==> config.mk <==
export PLATFORM = sky130hd
export DESIGN_NAME = kalman_angle_bias_filter_core_flat
export DESIGN_NICKNAME = d
export VERILOG_FILES = /design/src/rtl/kabf_pkg.sv /design/src/rtl/kabf_ifs.sv /design/src/rtl/kalman_angle_bias_filter_core.sv /design/src/flat_wrapper.sv
export VERILOG_INCLUDE_DIRS = /design/src /design/src/rtl
export SDC_FILE = /design/constraint.sdc
export NUM_CORES = 2
export LEC_CHECK = 0
export BUFFER_PORTS_ARGS = -buffer_cell sky130_fd_sc_hd__buf_4
export CORE_UTILIZATION = 45
export DETAILED_ROUTE_END_ITERATION = 12
export MAX_ROUTING_LAYER = met4
export SLEW_MARGIN = 20
export SYNTH_ARGS = -nofsm -noshare
export SYNTH_HDL_FRONTEND = slang
export SYNTH_SLANG_ARGS = --single-unit
==> constraint.sdc <==
create_clock -name clk -period 10.9 [get_ports clk]
set_input_delay 1.635 -clock clk [delete_from_list [all_inputs] [get_ports clk]]
set_output_delay 1.635 -clock clk [all_outputs]
set_load 0.05 [all_outputs]
==> src/rtl/assert_macros.svh <==
// ----------------------------------------------------------------------------
// Assertion macros
// Clocked assertion shorthands used by the filter core.
// ----------------------------------------------------------------------------
`ifndef ASSERT_MACROS_SVH
`define ASSERT_MACROS_SVH

// same-cycle implication, sampled on clk, off during reset
`define CHK_NOW(lbl, ante, cons, msg) \
	lbl: assert property (@(posedge clk) disable iff (!arst_n) (ante) |-> (cons)) \
		else $error(msg);

// next-cycle implication, sampled on clk, off during reset
`define CHK_NEXT(lbl, ante, cons, msg) \
	lbl: assert property (@(posedge clk) disable iff (!arst_n) (ante) |=> (cons)) \
		else $error(msg);

`endif

==> src/rtl/kabf_pkg.sv <==
// ----------------------------------------------------------------------------
// kabf_pkg
// Types, codes and the micro-op program of the angle/bias Kalman filter.
// ----------------------------------------------------------------------------
package kabf_pkg;

	localparam int unsigned FRAC     = 24;
	localparam int unsigned CHUNK    = 16;
	localparam int unsigned CFG_W    = 31;
	localparam int unsigned STEP_W   = 5;

	localparam logic [1:0] CFG_IDX_QA = 2'd0;
	localparam logic [1:0] CFG_IDX_QB = 2'd1;
	localparam logic [1:0] CFG_IDX_RM = 2'd2;

	typedef enum logic [2:0] {
		ST_IDLE,
		ST_FETCH,
		ST_MUL,
		ST_MRND,
		ST_DIV,
		ST_DFIN
	} state_t;

	typedef enum logic [2:0] {
		OP_ADD,
		OP_SUB,
		OP_MUL,
		OP_DIV,
		OP_OUT
	} op_t;

	typedef enum logic [4:0] {
		R_ANG, R_BIAS, R_P00, R_P01, R_P10, R_P11,
		R_Z, R_W, R_DT, R_T, R_DP, R_S, R_Y, R_M,
		R_K0, R_K1, R_QA, R_QB, R_RM
	} reg_id_t;

	typedef struct packed {
		op_t     op;
		reg_id_t a;
		reg_id_t b;
		reg_id_t d;
	} uop_t;

	localparam logic [STEP_W-1:0] LAST_STEP = 5'd29;

	function automatic uop_t mk(input op_t op, input reg_id_t a, input reg_id_t b,
			input reg_id_t d);
		uop_t u;
		u.op = op;
		u.a  = a;
		u.b  = b;
		u.d  = d;
		return u;
	endfunction

	function automatic uop_t uop_at(input logic [STEP_W-1:0] step);
		uop_t u;
		case (step)
			5'd0:    u = mk(OP_SUB, R_W,   R_BIAS, R_T);
			5'd1:    u = mk(OP_MUL, R_DT,  R_T,    R_M);
			5'd2:    u = mk(OP_ADD, R_ANG, R_M,    R_ANG);
			5'd3:    u = mk(OP_MUL, R_DT,  R_P11,  R_DP);
			5'd4:    u = mk(OP_SUB, R_DP,  R_P01,  R_T);
			5'd5:    u = mk(OP_SUB, R_T,   R_P10,  R_T);
			5'd6:    u = mk(OP_ADD, R_T,   R_QA,   R_T);
			5'd7:    u = mk(OP_MUL, R_DT,  R_T,    R_M);
			5'd8:    u = mk(OP_ADD, R_P00, R_M,    R_P00);
			5'd9:    u = mk(OP_SUB, R_P01, R_DP,   R_P01);
			5'd10:   u = mk(OP_SUB, R_P10, R_DP,   R_P10);
			5'd11:   u = mk(OP_MUL, R_QB,  R_DT,   R_M);
			5'd12:   u = mk(OP_ADD, R_P11, R_M,    R_P11);
			5'd13:   u = mk(OP_ADD, R_P00, R_RM,   R_S);
			5'd14:   u = mk(OP_DIV, R_P00, R_S,    R_K0);
			5'd15:   u = mk(OP_DIV, R_P10, R_S,    R_K1);
			5'd16:   u = mk(OP_SUB, R_Z,   R_ANG,  R_Y);
			5'd17:   u = mk(OP_MUL, R_K0,  R_Y,    R_M);
			5'd18:   u = mk(OP_ADD, R_ANG, R_M,    R_ANG);
			5'd19:   u = mk(OP_MUL, R_K1,  R_Y,    R_M);
			5'd20:   u = mk(OP_ADD, R_BIAS, R_M,   R_BIAS);
			5'd21:   u = mk(OP_MUL, R_K1,  R_P00,  R_M);
			5'd22:   u = mk(OP_SUB, R_P10, R_M,    R_P10);
			5'd23:   u = mk(OP_MUL, R_K0,  R_P00,  R_M);
			5'd24:   u = mk(OP_SUB, R_P00, R_M,    R_P00);
			5'd25:   u = mk(OP_MUL, R_K1,  R_P01,  R_M);
			5'd26:   u = mk(OP_SUB, R_P11, R_M,    R_P11);
			5'd27:   u = mk(OP_MUL, R_K0,  R_P01,  R_M);
			5'd28:   u = mk(OP_SUB, R_P01, R_M,    R_P01);
			default: u = mk(OP_OUT, R_ANG, R_ANG,  R_ANG);
		endcase
		return u;
	endfunction

endpackage

==> src/rtl/kabf_ifs.sv <==
// ----------------------------------------------------------------------------
// kabf channel interfaces
// Valid/ready channels for the filter's input samples and angle results.
// ----------------------------------------------------------------------------
interface kabf_in_if;
	logic               valid;
	logic               ready;
	logic signed [31:0] measured_angle;
	logic signed [31:0] measured_rate;
	logic        [23:0] time_step;

	modport source (output valid, measured_angle, measured_rate, time_step, input ready);
	modport sink   (input valid, measured_angle, measured_rate, time_step, output ready);
endinterface

interface kabf_out_if;
	logic               valid;
	logic               ready;
	logic signed [31:0] filtered_angle;

	modport source (output valid, filtered_angle, input ready);
	modport sink   (input valid, filtered_angle, output ready);
endinterface

==> src/rtl/kalman_angle_bias_filter_core.sv <==
// ----------------------------------------------------------------------------
// kalman_angle_bias_filter_core
// Two-state angle/gyro-bias Kalman filter run by a micro-op sequencer over
// one saturating adder, a chunked multiplier and a restoring divider.
// ----------------------------------------------------------------------------
// channel   dir  payload                                   handshake
// in_item   in   measured_angle, measured_rate, time_step  valid/ready
// out_item  out  filtered_angle                            valid/ready
// cfg       in   cfg_index, cfg_data                       cfg_we
//
// Program: 30 micro-ops, two of them divisions; a division whose divisor is not
// positive skips the divider and writes zero. Add/sub and output run in FETCH,
// a multiply in MUL then MRND, a divide in DIV then DFIN.
// Reset clears the estimates and covariance and loads the default noise values.
// in_item.ready is high only in idle; a result waits in the output register
// and the final micro-op holds until that register is free.
// ----------------------------------------------------------------------------
`include "assert_macros.svh"

module kalman_angle_bias_filter_core #(
	parameter int unsigned WORD_WIDTH = 32
) (
	input  logic                            clk,
	input  logic                            arst_n,
	kabf_in_if.sink                         in_item,
	kabf_out_if.source                      out_item,
	input  logic                            cfg_we,
	input  logic [1:0]                      cfg_index,
	input  logic [kabf_pkg::CFG_W-1:0]      cfg_data
);

	localparam int unsigned W    = WORD_WIDTH;
	localparam int unsigned XW   = W + 1;
	localparam int unsigned NC   = (XW + kabf_pkg::CHUNK - 1) / kabf_pkg::CHUNK;
	localparam int unsigned BW   = NC * kabf_pkg::CHUNK;
	localparam int unsigned PW   = BW + XW;
	localparam int unsigned NB   = W + kabf_pkg::FRAC;
	localparam int unsigned CW   = $clog2(NB + 1);
	localparam int unsigned SATB = (W - 1 > kabf_pkg::FRAC) ? W - 1 : kabf_pkg::FRAC;

	localparam logic signed [63:0] SMAX64 = (64'sd1 <<< (W - 1)) - 64'sd1;
	localparam logic signed [63:0] SMIN64 = -SMAX64 - 64'sd1;
	localparam logic signed [63:0] OMAX64 = 64'sd2147483647;
	localparam logic signed [63:0] OMIN64 = -64'sd2147483648;
	localparam logic [PW-1:0] LIM_P = (PW'(1) << (W - 1)) - PW'(1);
	localparam logic [PW-1:0] LIM_N = PW'(1) << (W - 1);
	localparam logic [PW-1:0] RND   = PW'(1) << (kabf_pkg::FRAC - 1);
	localparam logic [NB-1:0] QSAT  = NB'(1) << SATB;
	localparam logic signed [XW-1:0] SMAX_X = XW'(SMAX64);
	localparam logic signed [XW-1:0] SMIN_X = XW'(SMIN64);

	kabf_pkg::state_t state_q, state_d;
	logic [kabf_pkg::STEP_W-1:0] step_q;
	logic [CW-1:0]               cnt_q;
	logic                        out_valid_q;
	logic signed [31:0]          out_angle_q;

	logic [kabf_pkg::CFG_W-1:0] qa_q, qb_q, rm_q;

	logic signed [W-1:0] ang_q, bias_q, p00_q, p01_q, p10_q, p11_q;
	logic signed [W-1:0] z_q, w_q, dt_q, t_q, dp_q, s_q, y_q, m_q;
	logic signed [XW-1:0] k0_q, k1_q;

	logic          neg_q;
	logic [XW-1:0] ua_q;
	logic [BW-1:0] ub_q;
	logic [PW-1:0] acc_q;
	logic [NB-1:0] dvd_q;
	logic [W-1:0]  den_q;
	logic [W:0]    rem_q;

	kabf_pkg::uop_t      uop;
	logic signed [XW-1:0] opa, opb;
	logic signed [63:0]   sum64;
	logic                 accept;
	logic                 wb_en, step_inc, mul_start, div_start, out_load;
	logic signed [XW-1:0] wb_val;
	logic [XW+15:0]       prod;
	logic [PW-1:0]        rs;
	logic [W:0]           tr;
	logic                 ge;
	logic signed [63:0]   ang64;

	function automatic logic signed [W-1:0] sat_w(input logic signed [63:0] v);
		logic signed [W-1:0] r;
		if (v > SMAX64) r = SMAX64[W-1:0];
		else if (v < SMIN64) r = SMIN64[W-1:0];
		else r = v[W-1:0];
		return r;
	endfunction

	function automatic logic signed [XW-1:0] rd(input kabf_pkg::reg_id_t id);
		logic signed [XW-1:0] r;
		case (id)
			kabf_pkg::R_ANG:  r = XW'(ang_q);
			kabf_pkg::R_BIAS: r = XW'(bias_q);
			kabf_pkg::R_P00:  r = XW'(p00_q);
			kabf_pkg::R_P01:  r = XW'(p01_q);
			kabf_pkg::R_P10:  r = XW'(p10_q);
			kabf_pkg::R_P11:  r = XW'(p11_q);
			kabf_pkg::R_Z:    r = XW'(z_q);
			kabf_pkg::R_W:    r = XW'(w_q);
			kabf_pkg::R_DT:   r = XW'(dt_q);
			kabf_pkg::R_T:    r = XW'(t_q);
			kabf_pkg::R_DP:   r = XW'(dp_q);
			kabf_pkg::R_S:    r = XW'(s_q);
			kabf_pkg::R_Y:    r = XW'(y_q);
			kabf_pkg::R_M:    r = XW'(m_q);
			kabf_pkg::R_K0:   r = k0_q;
			kabf_pkg::R_K1:   r = k1_q;
			kabf_pkg::R_QA:   r = XW'(sat_w(64'(qa_q)));
			kabf_pkg::R_QB:   r = XW'(sat_w(64'(qb_q)));
			kabf_pkg::R_RM:   r = XW'(sat_w(64'(rm_q)));
			default:          r = '0;
		endcase
		return r;
	endfunction

	assign accept         = in_item.valid && in_item.ready;
	assign in_item.ready  = (state_q == kabf_pkg::ST_IDLE);
	assign out_item.valid = out_valid_q;
	assign out_item.filtered_angle = out_angle_q;

	assign uop   = kabf_pkg::uop_at(step_q);
	assign prod  = ua_q * ub_q[BW-1 -: kabf_pkg::CHUNK];
	assign rs    = (acc_q + RND) >> kabf_pkg::FRAC;
	assign tr    = {rem_q[W-1:0], dvd_q[NB-1]};
	assign ge    = (tr >= {1'b0, den_q});
	assign ang64 = 64'(ang_q);

	always_comb begin
		opa = rd(uop.a);
		opb = rd(uop.b);
	end

	always_comb begin
		state_d   = state_q;
		wb_en     = 1'b0;
		wb_val    = '0;
		step_inc  = 1'b0;
		mul_start = 1'b0;
		div_start = 1'b0;
		out_load  = 1'b0;
		sum64     = '0;
		case (state_q)
			kabf_pkg::ST_IDLE: begin
				if (accept) state_d = kabf_pkg::ST_FETCH;
			end
			kabf_pkg::ST_FETCH: begin
				case (uop.op)
					kabf_pkg::OP_ADD, kabf_pkg::OP_SUB: begin
						sum64    = (uop.op == kabf_pkg::OP_ADD) ? 64'(opa) + 64'(opb)
						                                        : 64'(opa) - 64'(opb);
						wb_en    = 1'b1;
						wb_val   = XW'(sat_w(sum64));
						step_inc = 1'b1;
					end
					kabf_pkg::OP_MUL: begin
						mul_start = 1'b1;
						state_d   = kabf_pkg::ST_MUL;
					end
					kabf_pkg::OP_DIV: begin
						if (opb > 0) begin
							div_start = 1'b1;
							state_d   = kabf_pkg::ST_DIV;
						end else begin
							wb_en    = 1'b1;
							step_inc = 1'b1;
						end
					end
					kabf_pkg::OP_OUT: begin
						if (!out_valid_q || out_item.ready) begin
							out_load = 1'b1;
							state_d  = kabf_pkg::ST_IDLE;
						end
					end
					default: state_d = kabf_pkg::ST_IDLE;
				endcase
			end
			kabf_pkg::ST_MUL: begin
				if (cnt_q == CW'(1)) state_d = kabf_pkg::ST_MRND;
			end
			kabf_pkg::ST_MRND: begin
				wb_en    = 1'b1;
				step_inc = 1'b1;
				state_d  = kabf_pkg::ST_FETCH;
				if (rs > (neg_q ? LIM_N : LIM_P)) wb_val = neg_q ? SMIN_X : SMAX_X;
				else wb_val = neg_q ? -XW'(rs) : XW'(rs);
			end
			kabf_pkg::ST_DIV: begin
				if (cnt_q == CW'(1)) state_d = kabf_pkg::ST_DFIN;
			end
			kabf_pkg::ST_DFIN: begin
				wb_en    = 1'b1;
				step_inc = 1'b1;
				state_d  = kabf_pkg::ST_FETCH;
				if (dvd_q >= QSAT) wb_val = neg_q ? SMIN_X : SMAX_X;
				else wb_val = neg_q ? -XW'(dvd_q) : XW'(dvd_q);
			end
			default: state_d = kabf_pkg::ST_IDLE;
		endcase
	end

	always_ff @(posedge clk or negedge arst_n) begin
		if (!arst_n) begin
			state_q     <= kabf_pkg::ST_IDLE;
			step_q      <= '0;
			cnt_q       <= '0;
			out_valid_q <= 1'b0;
			qa_q        <= kabf_pkg::CFG_W'(16777);
			qb_q        <= kabf_pkg::CFG_W'(50332);
			rm_q        <= kabf_pkg::CFG_W'(503316);
			ang_q       <= '0;
			bias_q      <= '0;
			p00_q       <= '0;
			p01_q       <= '0;
			p10_q       <= '0;
			p11_q       <= '0;
		end else begin
			state_q <= state_d;
			if (cfg_we) begin
				case (cfg_index)
					kabf_pkg::CFG_IDX_QA: qa_q <= cfg_data;
					kabf_pkg::CFG_IDX_QB: qb_q <= cfg_data;
					kabf_pkg::CFG_IDX_RM: rm_q <= cfg_data;
					default: ;
				endcase
			end
			if (accept) step_q <= '0;
			else if (step_inc) step_q <= step_q + 1'b1;
			if (mul_start) cnt_q <= CW'(NC);
			else if (div_start) cnt_q <= CW'(NB);
			else if (state_q == kabf_pkg::ST_MUL || state_q == kabf_pkg::ST_DIV)
				cnt_q <= cnt_q - 1'b1;
			if (out_load) out_valid_q <= 1'b1;
			else if (out_item.ready) out_valid_q <= 1'b0;
			if (wb_en) begin
				case (uop.d)
					kabf_pkg::R_ANG:  ang_q  <= wb_val[W-1:0];
					kabf_pkg::R_BIAS: bias_q <= wb_val[W-1:0];
					kabf_pkg::R_P00:  p00_q  <= wb_val[W-1:0];
					kabf_pkg::R_P01:  p01_q  <= wb_val[W-1:0];
					kabf_pkg::R_P10:  p10_q  <= wb_val[W-1:0];
					kabf_pkg::R_P11:  p11_q  <= wb_val[W-1:0];
					default: ;
				endcase
			end
		end
	end

	always_ff @(posedge clk) begin
		if (accept) begin
			z_q  <= sat_w(64'(in_item.measured_angle));
			w_q  <= sat_w(64'(in_item.measured_rate));
			dt_q <= sat_w(64'(in_item.time_step));
		end
		if (wb_en) begin
			case (uop.d)
				kabf_pkg::R_T:  t_q  <= wb_val[W-1:0];
				kabf_pkg::R_DP: dp_q <= wb_val[W-1:0];
				kabf_pkg::R_S:  s_q  <= wb_val[W-1:0];
				kabf_pkg::R_Y:  y_q  <= wb_val[W-1:0];
				kabf_pkg::R_M:  m_q  <= wb_val[W-1:0];
				kabf_pkg::R_K0: k0_q <= wb_val;
				kabf_pkg::R_K1: k1_q <= wb_val;
				default: ;
			endcase
		end
		if (mul_start) begin
			neg_q <= opa[XW-1] ^ opb[XW-1];
			ua_q  <= opa[XW-1] ? XW'(-opa) : XW'(opa);
			ub_q  <= BW'(opb[XW-1] ? XW'(-opb) : XW'(opb));
			acc_q <= '0;
		end else if (state_q == kabf_pkg::ST_MUL) begin
			acc_q <= (acc_q << kabf_pkg::CHUNK) + PW'(prod);
			ub_q  <= ub_q << kabf_pkg::CHUNK;
		end
		if (div_start) begin
			neg_q <= opa[XW-1];
			dvd_q <= {W'(opa[XW-1] ? -opa : opa), {kabf_pkg::FRAC{1'b0}}};
			den_q <= opb[W-1:0];
			rem_q <= '0;
		end else if (state_q == kabf_pkg::ST_DIV) begin
			rem_q <= ge ? tr - {1'b0, den_q} : tr;
			dvd_q <= {dvd_q[NB-2:0], ge};
		end
		if (out_load) begin
			if (ang64 > OMAX64) out_angle_q <= 32'sh7FFFFFFF;
			else if (ang64 < OMIN64) out_angle_q <= 32'sh80000000;
			else out_angle_q <= ang64[31:0];
		end
	end

	`CHK_NEXT(a_accept_starts, accept, state_q == kabf_pkg::ST_FETCH && step_q == '0, "no start")
	`CHK_NOW(a_valid_from_last, $rose(out_valid_q), $past(step_q) == kabf_pkg::LAST_STEP, "early")
	`CHK_NOW(a_round_after_mul, state_q == kabf_pkg::ST_MRND, $past(state_q) == kabf_pkg::ST_MUL, "rnd")
	`CHK_NOW(a_fin_after_div, state_q == kabf_pkg::ST_DFIN, $past(state_q) == kabf_pkg::ST_DIV, "dfin")

endmodule
==> src/flat_wrapper.sv <==
// flat-port wrapper written by rule: the top's interface ports become plain ports
module kalman_angle_bias_filter_core_flat 
#(
	parameter int unsigned WORD_WIDTH = 32
)
  (clk, arst_n, cfg_we, cfg_index, cfg_data, in_item_valid, in_item_measured_angle, in_item_measured_rate, in_item_time_step, in_item_ready, out_item_valid, out_item_filtered_angle, out_item_ready);
  kabf_in_if in_item_i ();
  kabf_out_if out_item_i ();
  input  logic clk;
  input  logic arst_n;
  input  logic cfg_we;
  input  logic [1:0] cfg_index;
  input  logic [kabf_pkg::CFG_W-1:0] cfg_data;
  input wire logic [$bits(in_item_i.valid)-1:0] in_item_valid;
  input wire logic [$bits(in_item_i.measured_angle)-1:0] in_item_measured_angle;
  input wire logic [$bits(in_item_i.measured_rate)-1:0] in_item_measured_rate;
  input wire logic [$bits(in_item_i.time_step)-1:0] in_item_time_step;
  output wire logic [$bits(in_item_i.ready)-1:0] in_item_ready;
  output wire logic [$bits(out_item_i.valid)-1:0] out_item_valid;
  output wire logic [$bits(out_item_i.filtered_angle)-1:0] out_item_filtered_angle;
  input wire logic [$bits(out_item_i.ready)-1:0] out_item_ready;
  assign in_item_i.valid = in_item_valid;
  assign in_item_i.measured_angle = in_item_measured_angle;
  assign in_item_i.measured_rate = in_item_measured_rate;
  assign in_item_i.time_step = in_item_time_step;
  assign in_item_ready = in_item_i.ready;
  assign out_item_valid = out_item_i.valid;
  assign out_item_filtered_angle = out_item_i.filtered_angle;
  assign out_item_i.ready = out_item_ready;
  kalman_angle_bias_filter_core #(.WORD_WIDTH(WORD_WIDTH)) u_core (.clk(clk), .arst_n(arst_n), .in_item(in_item_i), .out_item(out_item_i), .cfg_we(cfg_we), .cfg_index(cfg_index), .cfg_data(cfg_data));
endmodule
==> flow_summary.yaml <==
cts:
  cts-hold-fix-buffers: 0
  cts_tree: "done"
  cts_made_buffers: 107
  clk_pin_slew_ps: 60
  clk_path_buf_depth: 3
  clkSinkCount: 929
  cts_root_buffer: "clkbuf_16"
  cts_setup_buffers: 0
  insertion_delay_ps: 780
  cts_resized: 0
  htree_levels: 3
layout:
  areaGrowthSynthToFinish_pct: 10.8
  nNetsFinal: 8236
  multi_input_area_um2: 40900
  ff_latch_area_um2: 25100
  drive_gt1_share_pct: 12.2
  fillers: 14258
logic_synthesis:
  synth_edf_count: 492
  synth_top_area_share_pct: 21.0
  synth-seq-cells: 929
  synth-main-ff-cell: "edfxtp_1"
  yosysTopAreaCell: "edfxtp_1"
  seq_area_frac_synth_pct: 35.6
  syn_inst: 7426
  synth_nets: 8269
  syn_area_um2: 70300
  async_flop_share_pct: 32.3
  synth_warnings: 0
  netlist_top_cells_area: "edfxtp_1, fa_1, dfrtp_1"
  syn_area_per_cell_um2: 9.47
  synth_cell_types: 126
die:
  io_pins: 160
  coreArea_um2: 155000
  start_util_pct: 45.5
  die_y_um: 397
  dieArea_um2: 158000
  std_cell_rows: 144
  die_w_um: 397
worst_setup_path:
  cp.arrival_ps: 10590
  cp-end-kind: "flop"
  rr_worst_depth: 28
  ff2ff_setup_slack_ps: 550
  cp_num_cells: 28
  critPathSlowestCell: "a2bb2oi_4"
  setup.worst_path.start_class: "flop"
  path_delay_family: "compound AO/OA/AOI/OAI gates"
  max_stage_delay_ps: 710
  path_buf_inv: 3
  required_ps: 11150
  critPathMaxFanout: 41
  crit_type: "flop to flop"
detailed_routing:
  wl_per_cell_um: 33.5
  via_count: 62860
  vias_per_cell: 6.58
  drcViolationCount: 0
  routed_wl_mm: 320
  drt_iter0_drc: 9171
  drt-pass1-iter-count: 12
  antenna_left: 0
sta:
  setup_violations: 0
  setup_tns_ps: 0
  worst_pin_slew_ps: 1290
  grt_setup_unrepaired: "no"
  final_hold_viol_count: 0
  slew_viol_final: 0
  period_needed_ps: 10350
  clock.fmax_mhz: 96.7
  slew_headroom_pct: 13.9
  setup_ws_ps: 555
  min_period_over_period_pct: 94.9
  skew_ps: 58.9
placed_design:
  gp_congestion: 1.11
  io_buffer_count: 159
  dp_slack_ps: 981
  hpwlAfterDp_mm: 239
grt:
  grt_max_degree: 139
  grt_pass1_wl_mm: 452
  grt_usage_pct: 41.2
  gr-total-overflow: 0
  antenna_found_initial: 19
  first_global_vias: 60049
hold_path:
  whs_path_depth: 2
  worst_hold_path_type: "flop to flop"
outcome:
  status: "complete, no violations"
run:
  drv_cap: 0
kinds of logic after synthesis:
| logic type | count (synthesis) | share of synthesized area (%) |
|---|---|---|
| mux | 217 | 3.40 |
| buf+inv | 1207 | 6.73 |
| compound gates | 1816 | 17.9 |
| xor+xnor | 254 | 3.19 |
| flops | 929 | 35.6 |
| fa+ha+maj | 717 | 17.7 |
| simple gates | 2286 | 15.4 |
placed cells by master (no fill, tap or decap), types with 22 or more instances in the layout:
cell / n
a211oi_1: 44
a21o_1: 85
a21oi_1: 303
a221oi_1: 39
a222oi_1: 54
a22o_1: 95
a22oi_1: 179
a31oi_1: 173
a32oi_1: 25
a41oi_1: 55
and2_1: 171
and3_1: 47
buf_4: 392
clkbuf_1: 28
clkbuf_16: 112
dfrtp_1: 275
dfstp_2: 22
dfxtp_1: 137
edfxtp_1: 492
fa_1: 467
ha_1: 250
inv_1: 646
mux2_2: 119
mux2i_1: 87
nand2_1: 853
nand2b_1: 31
nand3_1: 226
nand4_1: 92
nor2_1: 474
nor2b_1: 34
nor3_1: 97
nor4_1: 34
o211ai_1: 27
o21a_1: 25
o21ai_0: 333
o21ai_2: 31
o22ai_1: 67
or3_1: 49
xnor2_1: 157
xor2_1: 94
cells in the mapped netlist (all sizes together) (45+ instances only):
master	n
fa	467
xnor2	158
a31oi	173
a41oi	55
nor3	107
inv	656
nor2	501
a222oi	54
o22ai	67
and2	176
dfrtp	278
o21ai	381
a211oi	45
nand3	230
edfxtp	492
nand2	860
nand4	92
xor2	95
and3	48
dfxtp	137
a21oi	321
clkbuf	410
a22o	95
a22oi	179
buf	139
nor4	46
or3	52
ha	250
mux2	124
mux2i	89
a21o	85
stage by stage:
step | instances | cell area [um2] | hold slack (ps) | util [%]
after floorplan | 7426 | 70300 | 432 | -
after global placement | 9325 | 74100 | 445 | 48.0
after detailed placement | 9327 | 74200 | 463 | 48.0
after CTS | 9531 | 77900 | 473 | 50.4
after global routing | 9547 | 77900 | 499 | 50.4
final | 9549 | 78000 | 467 | 50.4
sequential cells by signal, summed over array words and instances, names as in the netlist, 33 cells and up:
| name | count |
|---|---|
| u_core.dvd_q | 56 |
| u_core.ua_q | 33 |
| u_core.k0_q | 33 |
| u_core.k1_q | 33 |
| u_core.acc_q | 81 |
| u_core.ub_q | 48 |
worst reg2reg max path: cells and delay by family (launching register included):
kind                       cells  cell delay [ps]
adders and majority gates      2              990
and+or+nand+nor                8             2950
xor gates and xnor gates       2              660
DFF                            1              340
buffers and inverters          3             1050
AOI/OAI and AO/OA             13             3840
layer usage:
metal	global-route usage [%]	vias up	wire (um)
li1	-	26296	-
met1	52.1	31291	123000
met2	59.3	4260	136000
met3	10.8	1013	37500
met4	23.7	0	23100
met5	-	-	0
final timing paths:
kind	from	to
setup / recovery	u_core.step_q[0]	u_core.k0_q[6]
setup reg to reg	u_core.step_q[0]	u_core.k0_q[6]
max in group asynchronous	arst_n	u_core.p11_q[31]
hold reg to reg	u_core.acc_q[19]	u_core.acc_q[19]
min in group asynchronous	arst_n	u_core.rm_q[23]
hold / removal	u_core.acc_q[19]	u_core.acc_q[19]
area by class of cell:
cell class	count	area share (%)
antenna	17	0.0546
inverter	658	3.17
clock buffer	157	4.03
timing repair buffer	407	4.14
multi-input combinational	5290	52.5
sequential	929	32.1
clock inverter	47	0.695
tap	2044	3.28
Power is left out: the tool's default activity adds up to more than one toggle a clock period on the data nets, which glitch-free logic cannot reach.
